<file path="config.mk">
export PLATFORM = sky130hd
export DESIGN_NAME = bee_log2
export DESIGN_NICKNAME = d
export VERILOG_FILES = /design/src/sv/bee_pkg.sv /design/src/sv/bee_log2.sv
export SDC_FILE = /design/constraint.sdc
export NUM_CORES = 2
export LEC_CHECK = 0
export ABC_AREA = 1
export BUFFER_PORTS_ARGS = -buffer_cell sky130_fd_sc_hd__buf_2
export CAP_MARGIN = 20
export CORE_MARGIN = 1.5
export CORE_UTILIZATION = 65
export CTS_CLUSTER_DIAMETER = 60
export CTS_CLUSTER_SIZE = 30
export DETAILED_ROUTE_END_ITERATION = 12
export PLACE_DENSITY_LB_ADDON = 0.1
export SETUP_SLACK_MARGIN = 0.2
export SLEW_MARGIN = 10
export SYNTH_ARGS = -nofsm -noshare
export SYNTH_HDL_FRONTEND = slang
export SYNTH_SLANG_ARGS = --single-unit
</file>
<file path="constraint.sdc">
create_clock -name clk -period 10 [get_ports clk]
set_input_delay 1.5 -clock clk [delete_from_list [all_inputs] [get_ports clk]]
set_output_delay 1.5 -clock clk [all_outputs]
set_load 0.03 [all_outputs]
</file>
<file path="src/sv/bee_pkg.sv">
// Package for the byte entropy estimator: sizes, reset values and helpers.
// No dependencies.
package bee_pkg;
	localparam int CountBits     = 24;
	localparam int FracBits      = 12;
	localparam int NumBins       = 256;
	localparam int BinIdxBits    = 8;
	localparam int OutFrac       = 12;
	localparam int ThreshBits    = 16;
	localparam int ByteCountBits = 24;
	localparam logic [ThreshBits-1:0] ThresholdReset = 16'd29491;
	localparam logic [16:0] EntropyMaxQ12 = 17'd32768;

	// log2 unit request/response between top and the log2 unit
	typedef struct packed {
		logic        start;
		logic [63:0] x;
	} log2_req_t;

	typedef struct packed {
		logic        done;
		logic [69:0] value; // Q6.FracBits, 6+FracBits bits used
	} log2_rsp_t;
endpackage

</file>
<file path="src/sv/bee_log2.sv">
// Iterative fixed-point log2: one normalize step, then one squaring per
// fraction bit. Depends on bee_pkg.
module bee_log2
	import bee_pkg::*;
#(
	parameter int FRAC_BITS = FracBits
) (
	input  logic      clk,
	input  logic      arst_n,
	input  log2_req_t req,
	output log2_rsp_t rsp
);
	typedef enum logic [1:0] {L_IDLE, L_NORM, L_SQ, L_DONE} lstate_t;

	localparam int StepBits = $clog2(FRAC_BITS + 1);

	lstate_t             state_q;
	logic [63:0]         x_q;
	logic [5:0]          e_q;
	logic [32:0]         m_q;
	logic [FRAC_BITS-1:0] frac_q;
	logic [StepBits-1:0] step_q;
	logic                done_q;

	logic [5:0]  msb;
	logic [65:0] sq;

	always_comb begin
		msb = '0;
		for (int i = 0; i < 64; i++) begin
			if (x_q[i]) msb = 6'(i);
		end
	end

	// m is below 2^33, so the product fits 66 bits
	assign sq = 66'(m_q) * 66'(m_q);

	always_ff @(posedge clk or negedge arst_n) begin
		if (!arst_n) begin
			state_q <= L_IDLE;
			done_q  <= 1'b0;
			step_q  <= '0;
		end else begin
			done_q <= 1'b0;
			case (state_q)
				L_IDLE: begin
					if (req.start) begin
						x_q     <= req.x;
						state_q <= L_NORM;
					end
				end
				L_NORM: begin
					e_q    <= msb;
					frac_q <= '0;
					step_q <= '0;
					if (msb >= 6'd31) m_q <= 33'(x_q >> (msb - 6'd31));
					else              m_q <= 33'(x_q << (6'd31 - msb));
					state_q <= L_SQ;
				end
				L_SQ: begin
					if (sq[65:31] >= 35'h1_0000_0000) begin
						m_q    <= 33'(sq[65:32]);
						frac_q <= {frac_q[FRAC_BITS-2:0], 1'b1};
					end else begin
						m_q    <= 33'(sq[65:31]);
						frac_q <= {frac_q[FRAC_BITS-2:0], 1'b0};
					end
					if (step_q == StepBits'(FRAC_BITS - 1)) state_q <= L_DONE;
					step_q <= step_q + 1'b1;
				end
				L_DONE: begin
					done_q  <= 1'b1;
					state_q <= L_IDLE;
				end
				default: state_q <= L_IDLE;
			endcase
		end
	end

	assign rsp.done  = done_q;
	assign rsp.value = 70'({e_q, frac_q});
endmodule

</file>
* Word-level counts from Yosys, hierarchy flattened
Index checks and enable logic that the tools add are counted.
Cells by class: add/sub/neg operators 3, multiply operators 1, div/mod/pow operators 0, $lt $le $gt $ge 2, equality and inequality tests 6, shifts and indexed selects 2, multiplexer cells 73, bitwise operators 0, reduce and logical (&&, ||, !) cells 6
Operator list (number):
- 6-bit two-way mux | 61
- 33-bit by 33-bit multiplier with 66-bit output | 1
- 33-bit two-way mux | 2
- 33-bit one-hot mux with 2 select lines | 1
- 64-bit by 6-bit << shifter with 33-bit output | 1
- 64-bit by 6-bit right shift with 33-bit output | 1
- 35-bit by 33-bit greater-or-equal comparator with 1-bit output, second input constant | 1
- 12-bit one-hot mux with 2 select lines | 1
- 2-bit one-hot mux with 4 select lines | 1
- 4-bit one-hot mux with 2 select lines | 1
- 6-bit by 5-bit greater-or-equal comparator with 1-bit output, second input constant | 1
- 2-bit two-way mux | 3
- 2-bit AND reduction | 3
- 5-bit by 6-bit subtractor with 6-bit output, first input constant | 1
- 6-bit by 5-bit subtractor with 6-bit output, second input constant | 1
- 4-bit by 1-bit adder with 4-bit output, second input constant | 1
- 2-bit == test, second input constant | 2
- 4-bit == test, second input constant | 1
- 2-bit inequality test, second input constant | 2
- 1-bit two-way mux | 3
- 3-bit AND reduction | 1
- 2-bit by 1-bit == test with 1-bit output, second input constant | 1
- 2-bit zero test | 1
- 2-bit nonzero test | 1
Word-level totals: bits in registers 122, bits in latches 0, RAM bits 0, ROM bits 0, input port bits 67, output and inout bits 71, memories kept 0

* Logic depth before layout (Yosys ltp)
depth after elaboration 67, mapped depth 81

* Worst setup path after synthesis
No wires, ideal clock.
path kind register to register, start point register m_q[9], end point register m_q[10] (data pin), library setup time 257 ps, arrival time 8369 ps, data required time 9743 ps, setup slack 1374 ps, cell stages (with the launch flop) 47, path buffers 3, period minus slack after synthesis 8626 ps, path through edfxtp_1 -> clkbuf_1 -> clkbuf_1 -> nand2_1 -> fa_1 -> inv_1 -> fa_1 -> inv_1 -> fa_1 -> inv_1 -> fa_1 -> inv_1 -> fa_1 -> inv_1 -> ha_1 -> inv_1 -> fa_1 -> inv_1 -> [... 11 more ...] -> a221oi_1 -> o21ai_2 -> a21oi_2 -> o21ai_1 -> a21oi_1 -> o21ai_1 -> nand2_1 -> nand2_1 -> nand3_1 -> o2111ai_1 -> or2_2 -> nand3_1 -> nor2_1 -> nand2_1 -> inv_1 -> buf_2 -> a22oi_1 -> nand2_1
Between the ends: cells in the longest elaborated chain, start to end 4
Ends and longest elaborated chain:
- from (decl) | line bee_log2.sv:20 | logic [32:0] m_q;
- from (signal assigned) | line bee_log2.sv:56 | if (msb >= 6'd31) m_q <= 33'(x_q >> (msb - 6'd31));
- from (signal assigned) | line bee_log2.sv:57 | else m_q <= 33'(x_q << (6'd31 - msb));
- from (signal assigned) | line bee_log2.sv:62 | m_q <= 33'(sq[65:32]);
- 33-bit by 33-bit multiplier with 66-bit output (*) | line bee_log2.sv:36 | assign sq = 66'(m_q) * 66'(m_q);
- 35-bit by 33-bit greater-or-equal comparator with 1-bit output | line bee_log2.sv:61 | if (sq[65:31] >= 35'h1_0000_0000) begin
- 33-bit two-way mux (*) | line bee_log2.sv:61
- 33-bit one-hot mux with 2 select lines (*) | line bee_log2.sv:45 | case (state_q)
Every way passes the cells marked *; elsewhere a longest branch is shown, timed or not. A chain may end at the register's enable or synchronous reset.

* Worst setup path in the final report
start point register m_q[3], end point register m_q[8] (data pin)
Same word-level chain as after synthesis.

==> flow_summary.toml <==
[worst_setup_path]
worst-path-max-fanout = 12
slowest_stage = "edfxtp_1"
crit_path_end_kind = "register"
r2r-start = "m_q[3]"
reg2reg_depth = 46
critPathKind = "reg -> reg"
critical_path.startpoint = "m_q[3]"
critPathLaunchType = "register"
reg2reg_to = "m_q[8]"
cpPeakStageDelay_ps = 670
critical_path_required_ps = 10200
cp.arrival_ps = 9570
r2r_setup_slack_ps = 630
cp-endpoint = "m_q[8]"

[floorplanning]
coreArea_um2 = 61800
fp.dieW_um = 253
ios = 138
initial_core_util_pct = 66.0
fp.dieH_um = 253
dieArea_um2 = 64300
rows = 91

[route]
dr.pass1.iters = 8
wl_per_cell_um = 18.2
drcViolationCount = 0
wirelength_um = 108000
vias_per_cell = 5.44
drtIter0Drc = 3133
vias = 32500
ant_nets = 0

[outcome]
outcome = "complete, no violations"

[clock_network]
clkSlewWorstSetupHoldPaths_ps = 70
htree_levels = 4
clock_sinks = 122
root_buffer = "clkbuf_16"
cts_buffers = 17
cts_tree = "yes"
clock_latency_ps = 450
clockBufferDepth = 2

[place]
gp_congestion = 0.991
dp_hpwl_um = 88200
io_buffers = 85

[global_routing]
grt_max_degree = 70
overflow = 0
track_usage_pct = 35.6
antenna_found_initial = 1
grt_pass1_vias = 33200
grt_pass1_wl_um = 176000

[timing]
fmax_mhz = 107
fin_crit_sh_pct = 93.7
fin_skew_ps = 9.96
min_period_ps = 9370
rsz0062_at_grt = "no"
setup_viol = 0
relSlewSlack_pct = 21.2
slew_viol_final = 0
worst_slew_pin_slew_ps = 1180
finalHoldViolCount = 0
setup_tns_ps = 0

[synthesis]
ys.flop_type = "edfxtp_1"
syn_avg_cell_area_um2 = 7.92
synth_edf_count = 115
yosysWarningCount = 0
yosysSeqAreaShare_pct = 8.90
netlist_area_um2 = 40800
yosysTopAreaCell = "fa_1"
synth_top_area_share_pct = 42.2
synthCells = 5147
ys_ff_latch = 122
synth_most_common_cell = "inv_1"
synth_area_leaders = "fa_1, inv_1, nand2_1"
synthDistinctLibCells = 49
synthTopCellsByCount = "inv_1, nand2_1, fa_1"
async_flop_share_pct = 5.74

[final_layout]
antenna_cells = 0
fillers = 5290
areaGrowthSynthToFinish_pct = 4.25
drive_gt1_share_pct = 5.04
num-nets-final = 6325

[min_path]
hp-class = "reg -> reg"

[flow_run]
max_cap_viol_count = 0
cell usage in the layout, fill, tap and decap left out, types with 24 or more instances in the layout:
master / instances
conb_1: 52
buf_2: 85
inv_1: 1415
nor2_1: 99
xnor2_1: 24
a21oi_1: 79
xor2_1: 28
edfxtp_1: 115
nand3_1: 515
buf_4: 93
o21ai_0: 49
ha_1: 276
o21ai_1: 27
fa_1: 859
nand2_1: 1190
timing repair:
item,4_1_cts,5_1_grt
hold buffers,0,0
gates resized for setup,4,11
buffers inserted,10,17
pin swaps,0,1
setup endpoints to repair,28,32
gates cloned,1,0
layout make-up:
type / instances / area (um^2) / area share, %
multi-input cells: 3367 / 30700 / 72.2
flip-flops and latches: 122 / 3630 / 8.53
repair inverters: 1 / 7.51 / 0.0177
inverters: 1434 / 5390 / 12.7
clock buffers: 17 / 425 / 1.00
clock inverters: 15 / 153 / 0.359
well taps: 837 / 1050 / 2.46
repair buffers: 179 / 1150 / 2.71
per-layer routing:
layer | share of wire (%) | GRT usage (%) | vias to the layer above
met2 | 47 | 57.4 | 1400
li1 | - | - | 15000
met5 | 0.012 | 0 | -
met1 | 41 | 49.5 | 15800
met4 | 4.3 | 13.2 | 2
met3 | 8.3 | 4.63 | 273
metrics by stage:
| step | cell area (um^2) | util (%) | worst slack (ps) | hold slack (ps) | instances |
|---|---|---|---|---|---|
| 6_report | 42500 | 68.8 | 630 | 517 | 5972 |
| 5_1_grt | 42500 | 68.8 | 187 | 540 | 5972 |
| 3_3_place_gp | 41600 | 67.4 | 222 | 496 | 5911 |
| 3_5_place_dp | 41600 | 67.4 | 3.16 | 500 | 5911 |
| 4_1_cts | 42300 | 68.4 | 256 | 509 | 5954 |
| 2_1_floorplan | 41000 | - | 1370 | 472 | 5198 |
worst min path at each step:
stage	start	endpoint	cells past startpoint	slack (ps)
floorplan	step_q[0]	step_q[0]	1	470
global placement	step_q[0]	step_q[0]	1	500
detailed placement	step_q[0]	step_q[0]	1	500
CTS	step_q[0]	step_q[0]	1	510
global route	step_q[0]	step_q[0]	1	540
finish	step_q[0]	step_q[0]	1	520
registers in the layout (all words and copies together) (netlist names):
| register | cells |
|---|---|
| e_q | 6 |
| done_q | 1 |
| x_q | 64 |
| state_q | 2 |
| frac_q | 12 |
| m_q | 33 |
| step_q | 4 |
critical path: cells and delay by family, from the launching register on:
kind                     cells  cell delay, ps
AO/OA/AOI/OAI               18            2750
adder cells (fa/ha/maj)      9            3680
buffers and inverters        6             600
flip-flops                   1             670
AND/OR/NAND/NOR             13            1380
cell families (layout without fill, tap and decap cells):
kind of cell / after synthesis / after routing / synth area share [%]
AND/OR/NAND/NOR: 1880 / 1880 / 19.4
buffers and inverters: 1709 / 1646 / 16.4
adder cells (fa/ha/maj): 1136 / 1136 / 50.7
AO/OA/AOI/OAI: 247 / 247 / 3.55
flip-flops: 122 / 122 / 8.90
XOR/XNOR: 52 / 52 / 1.12
other: 1 / 52 / 0.00920
Power is left out: the tool's default activity adds up to more than one toggle a clock period on the data nets, which glitch-free logic cannot reach.
