===== config.mk =====
export PLATFORM = sky130hd
export DESIGN_NAME = bee_divider
export DESIGN_NICKNAME = d
export VERILOG_FILES = /design/src/sv/bee_pkg.sv /design/src/sv/bee_divider.sv
export SDC_FILE = /design/constraint.sdc
export NUM_CORES = 1
export LEC_CHECK = 0
export ABC_AREA = 1
export BUFFER_PORTS_ARGS = -buffer_cell sky130_fd_sc_hd__buf_2
export CAP_MARGIN = 25
export CELL_PAD_IN_SITES_DETAIL_PLACEMENT = 0
export CELL_PAD_IN_SITES_GLOBAL_PLACEMENT = 1
export CORE_MARGIN = 8
export CORE_UTILIZATION = 35
export CTS_CLUSTER_SIZE = 25
export DETAILED_ROUTE_END_ITERATION = 12
export MAX_ROUTING_LAYER = met4
export PLACE_DENSITY_LB_ADDON = 0.1
export SYNTH_ARGS = -nofsm -noshare
export SYNTH_HDL_FRONTEND = slang
export SYNTH_SLANG_ARGS = --single-unit

===== constraint.sdc =====
create_clock -name clk -period 6.1 [get_ports clk]
set_input_delay 0.61 -clock clk [delete_from_list [all_inputs] [get_ports clk]]
set_output_delay 0.61 -clock clk [all_outputs]
set_load 0.01 [all_outputs]

===== src/sv/bee_pkg.sv =====
// Package for the byte entropy estimator: sizes, reset values and helpers.
// No dependencies.
package bee_pkg;
	localparam int CountBits     = 24;
	localparam int FracBits      = 12;
	localparam int NumBins       = 256;
	localparam int BinIdxBits    = 8;
	localparam int OutFrac       = 12;
	localparam int ThreshBits    = 16;
	localparam int ByteCountBits = 24;
	localparam logic [ThreshBits-1:0] ThresholdReset = 16'd29491;
	localparam logic [16:0] EntropyMaxQ12 = 17'd32768;

	// log2 unit request/response between top and the log2 unit
	typedef struct packed {
		logic        start;
		logic [63:0] x;
	} log2_req_t;

	typedef struct packed {
		logic        done;
		logic [69:0] value; // Q6.FracBits, 6+FracBits bits used
	} log2_rsp_t;
endpackage


===== src/sv/bee_divider.sv =====
// Restoring divider, one quotient bit per cycle: 64-bit sum by count.
// Depends on bee_pkg.
module bee_divider
	import bee_pkg::*;
#(
	parameter int COUNT_BITS = CountBits
) (
	input  logic                  clk,
	input  logic                  arst_n,
	input  logic                  start,
	input  logic [63:0]           dividend,
	input  logic [COUNT_BITS-1:0] divisor,
	output logic                  done,
	output logic [63:0]           quotient
);
	logic [63:0]           q_q;
	logic [COUNT_BITS:0]   r_q;
	logic [COUNT_BITS-1:0] d_q;
	logic [6:0]            cnt_q;
	logic                  busy_q;
	logic                  done_q;
	logic [COUNT_BITS:0]   trial;

	assign trial = {r_q[COUNT_BITS-1:0], q_q[63]};

	always_ff @(posedge clk or negedge arst_n) begin
		if (!arst_n) begin
			busy_q <= 1'b0;
			done_q <= 1'b0;
			cnt_q  <= '0;
		end else begin
			done_q <= 1'b0;
			if (start) begin
				q_q    <= dividend;
				r_q    <= '0;
				d_q    <= divisor;
				cnt_q  <= '0;
				busy_q <= 1'b1;
			end else if (busy_q) begin
				if (trial >= {1'b0, d_q}) begin
					r_q <= trial - {1'b0, d_q};
					q_q <= {q_q[62:0], 1'b1};
				end else begin
					r_q <= trial;
					q_q <= {q_q[62:0], 1'b0};
				end
				cnt_q <= cnt_q + 1'b1;
				if (cnt_q == 7'd63) begin
					busy_q <= 1'b0;
					done_q <= 1'b1;
				end
			end
		end
	end

	assign done     = done_q;
	assign quotient = q_q;
endmodule


# --- After elaboration in Yosys (flattened, before gate mapping) ---
# Cells that the tools add are included.
op_classes:
  add_sub_neg: 2
  mul: 0
  div_mod_pow: 0
  n_lt_le_gt_ge: 1
  eq_ne: 1
  shift: 0
  muxes: 13
  bitwise_logic: 0
  n_reduce_logical: 3
ops:
  columns: ["op", "count"]
  rows:
  - ["2-to-1 mux 64 bit", 2]
  - ["2-to-1 mux 25 bit", 2]
  - ["greater-or-equal comparator 25 x 24 -> 1 bit", 1]
  - ["subtractor 25 x 24 -> 25 bit", 1]
  - ["2-to-1 mux 7 bit", 2]
  - ["adder 7 x 1 -> 7 bit, second input constant", 1]
  - ["equality test 7 x 6 -> 1 bit, second input constant", 1]
  - ["2-to-1 mux 1 bit", 7]
  - ["AND reduction 2 bit", 2]
  - ["nonzero test 2 bit", 1]
word_totals:
  reg_bits: 122
  latchBits: 0
  mem_bits_rw: 0
  romBits: 0
  input_bits: 91
  elab_cells: 26
  memories: 0

# --- Logic depth before layout (Yosys ltp) ---
# Gate-level depths: netlist of the first run.
depth:
  depth_word: 4
  ltp_mapped: 15

# --- Worst setup path after synthesis of the first run ---
# Ideal clock, no wire load.
synth_timing:
  path_type: "input to register"
  startpoint: "input start"
  endpoint: "register q_q[0] (netlist: quotient[0]), enable pin"
  setup_ps: 487
  t_arrival_ps: 3888
  setup_slack_ps: 1725
  path_stages: 4
  path_cell_list: "clkbuf_1 nor2_1 clkbuf_1 nor2_1"
synth_between:
  elab_chain_cells: 2
synth_lines:
  columns: ["item", "line", "source"]
  rows:
  - ["start, declared", "bee_divider.sv:10", "input logic start,"]
  - ["nonzero test 2 bit (no source line)", null, null]
  - ["AND reduction 2 bit (no source line)", null, null]
  - ["end signal, assigned", "bee_divider.sv:34", "q_q <= dividend;"]
  - ["end signal, assigned", "bee_divider.sv:42", "q_q <= {q_q[62:0], 1'b1};"]
  - ["end signal, assigned", "bee_divider.sv:45", "q_q <= {q_q[62:0], 1'b0};"]
  - ["end, declared", "bee_divider.sv:16", "logic [63:0] q_q;"]
# Every way passes these cells.
# A chain may end at the register's enable or synchronous reset.

# --- Worst setup path in the final report of the first run ---
layout_timing:
  startpoint: "register r_q[21]"
  endpoint: "register r_q[23] (data pin)"
layout_between:
  elab_chain_cells: 3
  elab_cells_between_ends: 4
  cone_classes: "add/sub (1); order compare (1); mux (2)"
layout_lines:
  columns: ["item", "line", "source"]
  rows:
  - ["start, declared", "bee_divider.sv:17", "logic [COUNT_BITS:0] r_q;"]
  - ["start signal, assigned", "bee_divider.sv:41", "r_q <= trial - {1'b0, d_q};"]
  - ["start signal, assigned", "bee_divider.sv:44", "r_q <= trial;"]
  - ["subtractor 25 x 24 -> 25 bit or greater-or-equal comparator 25 x 24 -> 1 bit (tied branches)", "bee_divider.sv:41, bee_divider.sv:40", null]
  - ["2-to-1 mux 25 bit (*)", "bee_divider.sv:40", "if (trial >= {1'b0, d_q}) begin"]
  - ["2-to-1 mux 25 bit (*)", "bee_divider.sv:39", "end else if (busy_q) begin"]
# Every way passes the cells marked *; elsewhere a longest branch is shown, timed or not.

==> flow_summary.yaml, run 1 <==
run_status:
  status: "completed"
finish:
  syn2layout_area_growth_pct: 22.8
  drive_above_1_share_pct: 19.3
  fillers: 2147
  stdcell_area_um2: 8820
  fin_cells: 1367
  fin_nets: 1195
  final_core_util_pct: 43.7
timing:
  fmax_ghz: 0.343
  relSlewSlack_pct: 37.0
  fin_worst_skew_ps: 8.05
  setup_viol: 0
  setup_tns_ps: 0
  min_period_over_period_pct: 47.8
  rsz0062_at_grt: "false"
  setup_ws_ps: 3190
  slew_violations: 0
  tightest_slew_ps: 945
  hold_viol: 0
  min_period_ps: 2910
  whs_ps: 353
clocking:
  clockBufferDepth: 2
  cts_resized: 0
  clock_insertion_delay_worst_skew_ps: 420
  cts_setup_buffers: 0
  hold_buffers: 0
  cts-root-buf: "clkbuf_16"
  cts_made_buffers: 17
  htreeDepth: 4
  cts_tree: "done"
  cts_sinks: 121
  cts.clk_slew.worst_paths_ps: 60
pwr:
  power_leakage_nw: 4.57
  peakVddDrop_mv: 0.167
  pwr_density_cell_nw_per_um2: 300
  fin_total_pwr_mw: 2.65
detailed_routing:
  vias: 6139
  avgViaCountPerCell: 4.49
  wl_um: 20400
  wl_per_cell_um: 15.0
  final_antenna_net_count: 0
  drt_iter0_drc: 372
  drtPass1Iterations: 6
  drc: 0
setup_path:
  arrival_ps: 3200
  cp-startpoint: "r_q[21]"
  r2r_cells: 9
  r2r-start: "r_q[21]"
  cp-endpoint: "r_q[23]"
  cp_max_fo: 25
  worstSetupStartpointType: "flop"
  setup.worst_path.end_class: "flop"
  r2r_end: "r_q[23]"
  worstSetupPathType: "flop to flop"
  r2r_slack_ps: 3190
  required_ps: 6380
logic_synthesis:
  synthDistinctLibCells: 30
  synth_area_leaders: "edfxtp_1 47%, nand2_1 23%, inv_1 6.7%, ha_1 4.4%, nand3_1 3.3%"
  avgSynthCellArea_um2: 7.75
  synth_warnings: 0
  synth-seq-cells: 121
  ys_seq_area_share_pct: 50.0
  netlist_area_um2: 7180
  synth_top_area_cell: "edfxtp_1"
  synth_cells: 926
  yosysTopAreaCellShare_pct: 46.8
  syn_nets: 1043
placement:
  port_buffers: 155
  placedCellCount: 1329
  post-place-ws_ps: 3130
  dp.final_hpwl_um: 14600
  dpl_cell_area_um2: 8220
  gp_congestion: 0.864
global_route:
  grt_pass1_wl_um: 33600
  grt_pass1_vias: 6510
  track_usage_pct: 16.9
  antenna_found_initial: 6
  grt-ovfl-total: 0
  grt_max_degree: 65
floorplan:
  initial_core_util_pct: 35.6
  pin_count: 156
  fp.dieArea_um2: 25400
  chipWidth_um: 159
  core_um2: 20200
  die_y_um: 159
  row_count: 52
flow_run:
  drv_cap: 0
hold_path:
  hp-class: "primary input to asynchronous set/reset pin"
==> cell families (layout without fill, tap and decap cells) <==
logic type	Yosys count	in the layout	synth area share [%]
AND/OR/NAND/NOR	584	584	33.6
adder cells (fa/ha/maj)	26	26	4.63
buffers and inverters	166	331	8.99
other	0	6	0
XOR/XNOR	10	10	1.22
flip-flops	121	121	50.0
AO/OA/AOI/OAI	19	19	1.57
==> state kept, by name, indices dropped and copies added (netlist names) <==
name      cells
cnt_q         7
quotient     64
busy_q        1
d_q          24
done          1
r_q          24
==> cell usage after synthesis, drive strengths merged <==
cell type,number
clkinv,3
xor2,2
fa,1
nor4,1
buf,10
o21ai,3
ha,25
nand4,32
a22o,1
nand3b,7
o21a,1
xnor2,8
clkbuf,18
nor2,41
a21oi,14
inv,135
nand2,451
dfrtp,9
edfxtp,112
nor3,4
nand3,48
==> cells in the final DEF (no fill, tap or decap), drive strengths merged <==
cell,instances
o21a,1
a21oi,14
dfrtp,9
nand4,32
clkbuf,17
nand2,451
o21ai,3
diode,6
edfxtp,112
bufinv,1
nand3b,7
clkinv,5
xor2,2
inv,145
xnor2,8
fa,1
ha,25
nor3,4
nor4,1
buf,161
nor2,41
a22o,1
clkinvlp,2
nand3,48
==> where the power goes <==
part | internal, mW | switching [mW]
clock | 0.579 | 0.430
combinational | 0.216 | 0.386
sequential | 0.997 | 0.0405
==> layer usage <==
metal  up-vias  global-route usage [%]  wire, um
met5         -                       -         0
met4         0                    3.69       157
met3        12                    4.63      1010
met2       131                    27.2      9550
met1      2763                    21.0      9730
li1       3233                       -         -
==> worst min-delay path by stage <==
stage	startpoint	end	slack (ps)	cells after the start
2_1_floorplan	arst_n	busy_q	310	0
3_3_place_gp	cnt_q[6]	done	470	1
3_5_place_dp	cnt_q[6]	done	470	1
4_1_cts	divisor[16]	d_q[16]	350	1
5_1_grt	divisor[18]	d_q[18]	350	1
6_report	arst_n	done	350	1
==> worst max-delay path: stages, from the launching register on <==
cell and delay, ps:
edfxtp_1 430, ha_1 380, a21oi_1 240, o21a_1 180, nand2_1 90, a21oi_4 630, nand3_4 480, nand2_1 190
nand3_1 80, nand2_1 70
==> area by class of cell <==
cell class	count	area [um2]	share of cell area [%]
clock buffers	17	425	4.82
well taps	270	338	3.83
multi-input cells	639	2960	33.5
clock inverters	15	158	1.79
inverters	138	518	5.87
repair buffers	161	821	9.31
diodes	6	15.0	0.170
flip-flops and latches	121	3590	40.7
Power figures use the tool's default switching activity.
==> run 2: changes to the inputs <==
==> constraint.sdc (replaced) <==
create_clock -name clk -period 2.5 [get_ports clk]
set_input_delay 0.25 -clock clk [delete_from_list [all_inputs] [get_ports clk]]
set_output_delay 0.25 -clock clk [all_outputs]
set_load 0.01 [all_outputs]
==> run 2 against run 1 <==
Sequential power increased by 140%. Count of clock-buffer cells in the layout increased by 1. Utilization increased by 2.1 points. Combinational power increased to 2.6 times the previous value. Critical path type unchanged. Highest routed layer unchanged. Global-route usage increased by 0.066 points. Largest power group is now clock. Via count increased by 1.9%. Die area unchanged.
==> flow_summary.yaml, run 2 (synthesis gave the netlist of run 1 again) <==
finish:
  layout_commonest_cell: "nand2_1"
  stdcell_area_um2: 9240
  final_cell_mix: "448 x nand2_1, 155 x buf_2, 129 x inv_1"
  fin_nets: 1234
  final_core_util_pct: 45.8
  drive_above_1_share_pct: 20.8
  syn2layout_area_growth_pct: 28.7
  fillers: 2094
  diodes: 0
  largest_reg_flops: 64
timing:
  relSlewSlack_pct: 65.3
  min_period_ps: 2310
  slew_violations: 0
  setup_viol: 0
  min_period_over_period_pct: 92.3
  tightest_slew_ps: 520
  hold_viol: 0
  whs_ps: 23.3
  fmax_ghz: 0.433
  fin_worst_skew_ps: 9.65
  rsz0062_at_grt: "false"
  setup_tns_ps: 0
floorplan:
  fp.dieArea_um2: 25400
  pin_count: 156
  chipWidth_um: 159
  core_um2: 20200
  row_count: 52
  initial_core_util_pct: 35.6
  die_y_um: 159
pwr:
  power_leakage_nw: 4.78
  peakVddDrop_mv: 0.472
  pwr_density_cell_nw_per_um2: 726
  fin_total_pwr_mw: 6.71
detailed_routing:
  drc: 0
  drt_iter0_drc: 393
  vias: 6256
  drtPass1Iterations: 4
  wl_um: 20800
  final_antenna_net_count: 0
  wl_per_cell_um: 14.9
  avgViaCountPerCell: 4.47
clocking:
  cts_sinks: 121
  clockBufferDepth: 2
  cts_tree: "done"
  clock_insertion_delay_worst_skew_ps: 420
  cts_made_buffers: 17
  htreeDepth: 4
  cts.clk_slew.worst_paths_ps: 60
  cts-root-buf: "clkbuf_16"
global_route:
  grt_max_degree: 52
  grt-ovfl-total: 0
  grt_pass1_vias: 6372
  antenna_found_initial: 0
  track_usage_pct: 17.0
  grt_pass1_wl_um: 33500
hold_path:
  hp-class: "primary input to flop"
placement:
  port_buffers: 155
  dpl_cell_area_um2: 8370
  gp_congestion: 0.832
  dp.final_hpwl_um: 15500
run_status:
  status: "completed"
setup_path:
  arrival_ps: 2480
  worstSetupPathType: "flop to flop"
  worstSetupStartpointType: "flop"
  required_ps: 2670
  setup.worst_path.end_class: "flop"
  cp_max_fo: 9
  r2r_slack_ps: 190
flow_run:
  drv_cap: 0
==> run 2: final cells by class <==
class | instances | area, um2 | area share (%)
Sequential cell | 121 | 3590 | 38.8
Multi-Input combinational cell | 639 | 2990 | 32.3
Timing Repair Buffer | 200 | 1200 | 13.0
Inverter | 138 | 518 | 5.60
Clock buffer | 18 | 429 | 4.64
Tap cell | 270 | 338 | 3.65
Clock inverter | 14 | 188 | 2.03
==> run 2: worst paths after layout <==
check / startpoint / depth (start not counted) / endpoint
setup reg to reg: r_q[19] / 12 / r_q[20]
hold reg to reg: cnt_q[6] / 1 / done
min in group asynchronous: arst_n / 2 / cnt_q[5]
max in group asynchronous: arst_n / 3 / busy_q
setup / recovery: r_q[19] / 12 / r_q[20]
hold / removal: divisor[2] / 1 / d_q[2]
==> run 2: metrics by stage <==
step                      instances  setup WS [ps]
final                          1400            192
after global routing           1400           8.19
after CTS                      1399           90.1
after detailed placement       1345            110
after global placement         1345           83.5
after floorplan                 926            243
==> run 2: repair_timing <==
action / 4_1_cts / 5_1_grt
hold buffers: 22 / 0
endpoints found under the hold margin: 27 / 0
endpoints found under the setup margin: 0 / 24
setup buffers: 0 / 1
gates resized for setup: 0 / 8
==> run 2: worst max-delay path, cell delays in order (launching register included) <==
cell      delay [ps]
edfxtp_1         430
ha_1             410
nand2_1          170
inv_2             40
nand2_1           60
nand2_1           70
nand2_1           70
nand2_1          100
a21oi_4          230
buf_4            240
nand4_1          100
nand3_1          100
nand2_1           50
==> run 2: metal layers <==
layer  track usage, %  vias up  wire length (um)
met1             21.0     2791              9680
met4             4.03        0               161
met3             4.68       12              1180
met2             27.1      146              9810
met5                -        -                 0
li1                 -     3307                 -
==> run 2: where the power goes <==
group	internal, mW	leakage, nW	switching [mW]
clock network	1.60	0.292	1.01
registers	2.43	1.22	0.104
logic	0.595	3.26	0.969
==> run 3: changes to the inputs <==
--- a/config.mk
+++ b/config.mk
@@ -5,7 +5,6 @@
 export SDC_FILE = /design/constraint.sdc
 export NUM_CORES = 1
 export LEC_CHECK = 0
-export ABC_AREA = 1
 export BUFFER_PORTS_ARGS = -buffer_cell sky130_fd_sc_hd__buf_2
 export CAP_MARGIN = 25
 export CELL_PAD_IN_SITES_DETAIL_PLACEMENT = 0
==> run 3 against run 2 <==
Sequential share of layout area is 0.78 points lower. Setup slack worse by 370 ps. Global-route usage is 1.3 points lower. Critical path type unchanged. Highest routed layer unchanged. Die area is 8.8% lower. Register-to-register slack worse by 370 ps. Synthesized cell count is 45% lower. Combinational power is 38% higher. The flow now finishes with violations (setup timing). Utilization is 6.3 points higher. Power is 9.4% higher. Hold slack worse by 4.7 ps.
==> flow_summary.yaml, run 3 <==
setup_path:
  required_ps: 2660
  slowest_delay_ps: 370
  worstSetupStartpointType: "flop"
  worstSetupPathType: "flop to flop"
  cp_max_fo: 6
  path_buf_inv: 2
  arrival_ps: 2840
  cpLargestDelayFamily: "compound AO/OA/AOI/OAI gates"
  cp_slowest_cell: "edfxtp_1"
  setup.worst_path.end_class: "flop"
  path_cells: "inv_1 > ha_4 > a21o_1 > nand3_1 > nand2_1 > a311o_1 > a21oi_2 > o21a_4 > buf_12 > mux2_4 > a22o_1"
pwr:
  power_frac_clock_pct: 35.7
  internal_power_mw: 5.24
  p_switching_mw: 2.09
  peakVddDrop_mv: 0.487
  pwr_density_cell_nw_per_um2: 778
  combPwrFrac_pct: 29.4
  p_sw_share_pct: 28.5
  seq_power_share_pct: 34.9
  power_leakage_nw: 3.95
detailed_routing:
  final_antenna_net_count: 0
  wl_met1_um: 7840
  vias: 5011
  wl_per_cell_um: 17.2
  wl_met2_um: 8510
  avgViaCountPerCell: 4.88
  drtPass1Iterations: 5
  drc: 0
  wl_met3_um: 1210
  drt_iter0_drc: 196
  wl_um: 17700
  routed.top_layer: "met4"
clocking:
  cts-root-buf: "clkbuf_16"
  htreeDepth: 4
  clock_insertion_delay_worst_skew_ps: 410
  cts_tree: "done"
  cts_made_buffers: 17
  clockBufferDepth: 2
  cts_sinks: 121
  cts.clk_slew.worst_paths_ps: 60
timing:
  min_period_ps: 2680
  slew_violations: 0
  fin_worst_skew_ps: 9.40
  relSlewSlack_pct: 51.1
  setup_ws_ps: -178
  setup_viol: 21
  whs_ps: 18.6
  setup_tns_ps: -1990
  min_period_over_period_pct: 107
  hold_viol: 0
  fmax_ghz: 0.373
  rsz0062_at_grt: "true"
  tightest_slew_ps: 731
logic_synthesis:
  syn_nets: 629
  synth_commonest_cells: "112 x edfxtp_1, 63 x mux2_2, 43 x nor2_1"
  synth-async-reset-ratio_pct: 7.44
  avgSynthCellArea_um2: 12.7
  netlist_area_um2: 6480
  synth-seq-cells: 121
  synth_top_area_cell: "edfxtp_1"
  synth_cells: 512
  synth-edff-count: 112
  synth_warnings: 0
  ys_seq_area_share_pct: 55.4
  ys.flop_type: "edfxtp_1"
  yosysTopAreaCellShare_pct: 51.9
  synthDistinctLibCells: 59
  synth_area_leaders: "edfxtp_1 52%, mux2_2 11%, ha_1 4.8%, dfrtp_1 3.5%, mux2i_1 2.6%"
  synth.most_common_cell: "edfxtp_1"
finish:
  layout_commonest_cell: "buf_2"
  final_cell_mix: "154 x buf_2, 112 x edfxtp_1, 96 x buf_4"
  fin_nets: 900
  largest_reg_flops: 64
  syn2layout_area_growth_pct: 45.6
  seq_area_um2: 3590
  drive_above_1_share_pct: 51.4
  final_core_util_pct: 52.2
  stdcell_area_um2: 9430
  fillers: 1594
  multi_input_area_um2: 3020
hold_path:
  hp-class: "primary input to flop"
global_route:
  track_usage_pct: 15.7
  grt_max_degree: 65
  grt_pass1_vias: 5565
  grt-ovfl-total: 0
  antenna_found_initial: 2
  grt_pass1_wl_um: 28400
floorplan:
  initial_core_util_pct: 35.8
  core_um2: 18100
  row_count: 49
  chipWidth_um: 152
  die_y_um: 152
  pin_count: 156
  fp.dieArea_um2: 23100
run_status:
  violations: "setup timing"
  status: "finished, violations left"
flow_run:
  drv_cap: 0
placement:
  gp_congestion: 0.804
  dpl_cell_area_um2: 8230
  dp.final_hpwl_um: 12900
  port_buffers: 155
  post-place-ws_ps: -309
-- run 3: changes by cell type after synthesis, moves of 8 or more --
cell,previous run,this run
nand4_1,31,5
mux2i_1,0,17
nand2_1,448,27
xnor2_1,8,16
mux2_2,0,63
inv_1,129,29
a211oi_1,0,18
nand3_1,47,5
-- run 3: timing repair --
| item | in CTS | in global routing |
|---|---|---|
| hold endpoints to repair | 18 | 6 |
| setup buffers | 7 | 11 |
| hold buffers | 10 | 6 |
| pin swaps | 11 | 16 |
| gates resized for setup | 23 | 28 |
| setup endpoints to repair | 24 | 24 |
-- run 3: layer usage --
metal	up-vias	GRT usage [%]
met5	-	-
met4	0	2.81
met1	2397	18.4
met2	135	25.5
met3	10	5.98
li1	2469	-
-- run 3: worst paths after layout --
| check | startpoint | end | slack [ps] | cells after the start |
|---|---|---|---|---|
| setup / recovery | d_q[14] | r_q[21] | -180 | 11 |
| hold / removal | divisor[9] | d_q[9] | 20 | 1 |
| setup reg to reg | d_q[14] | r_q[21] | -180 | 11 |
| hold reg to reg | cnt_q[4] | cnt_q[4] | 550 | 2 |
| max in group asynchronous | arst_n | cnt_q[3] | 1890 | 3 |
| min in group asynchronous | arst_n | cnt_q[2] | 400 | 3 |
-- run 3: layout make-up --
| cell class | instances | area share, % |
|---|---|---|
| clock buffer | 17 | 4.51 |
| sequential | 121 | 38.0 |
| tap | 229 | 3.04 |
| inverter | 29 | 1.15 |
| antenna | 2 | 0.0531 |
| clock inverter | 15 | 2.08 |
| multi-input combinational | 340 | 32.0 |
| timing repair buffer | 274 | 19.1 |
-- run 3: cells by family after synthesis --
family | count (synthesis) | share of synthesized area (%)
AO/OA/AOI/OAI | 99 | 11.1
adder cells (fa/ha/maj) | 26 | 5.14
buffers and inverters | 51 | 3.38
AND/OR/NAND/NOR | 109 | 7.78
flip-flops | 121 | 55.4
XOR/XNOR | 24 | 3.25
multiplexers | 82 | 13.9
-- run 3: through the flow --
| step | power, mW | instances |
|---|---|---|
| floorplan | 3.71 | 512 |
| global placement | 4.42 | 959 |
| detailed placement | 4.44 | 959 |
| CTS | 7.23 | 1008 |
| global route | 7.70 | 1027 |
| finish | 7.34 | 1027 |
-- run 3: power groups by stage --
stage	registers [mW]	clock network (mW)	logic (mW)
final	2.56	2.62	2.16
after global routing	2.59	2.76	2.36
after CTS	2.56	2.68	1.98
after detailed placement	2.59	0	1.85
after global placement	2.59	0	1.83
after floorplan	2.62	0	1.08
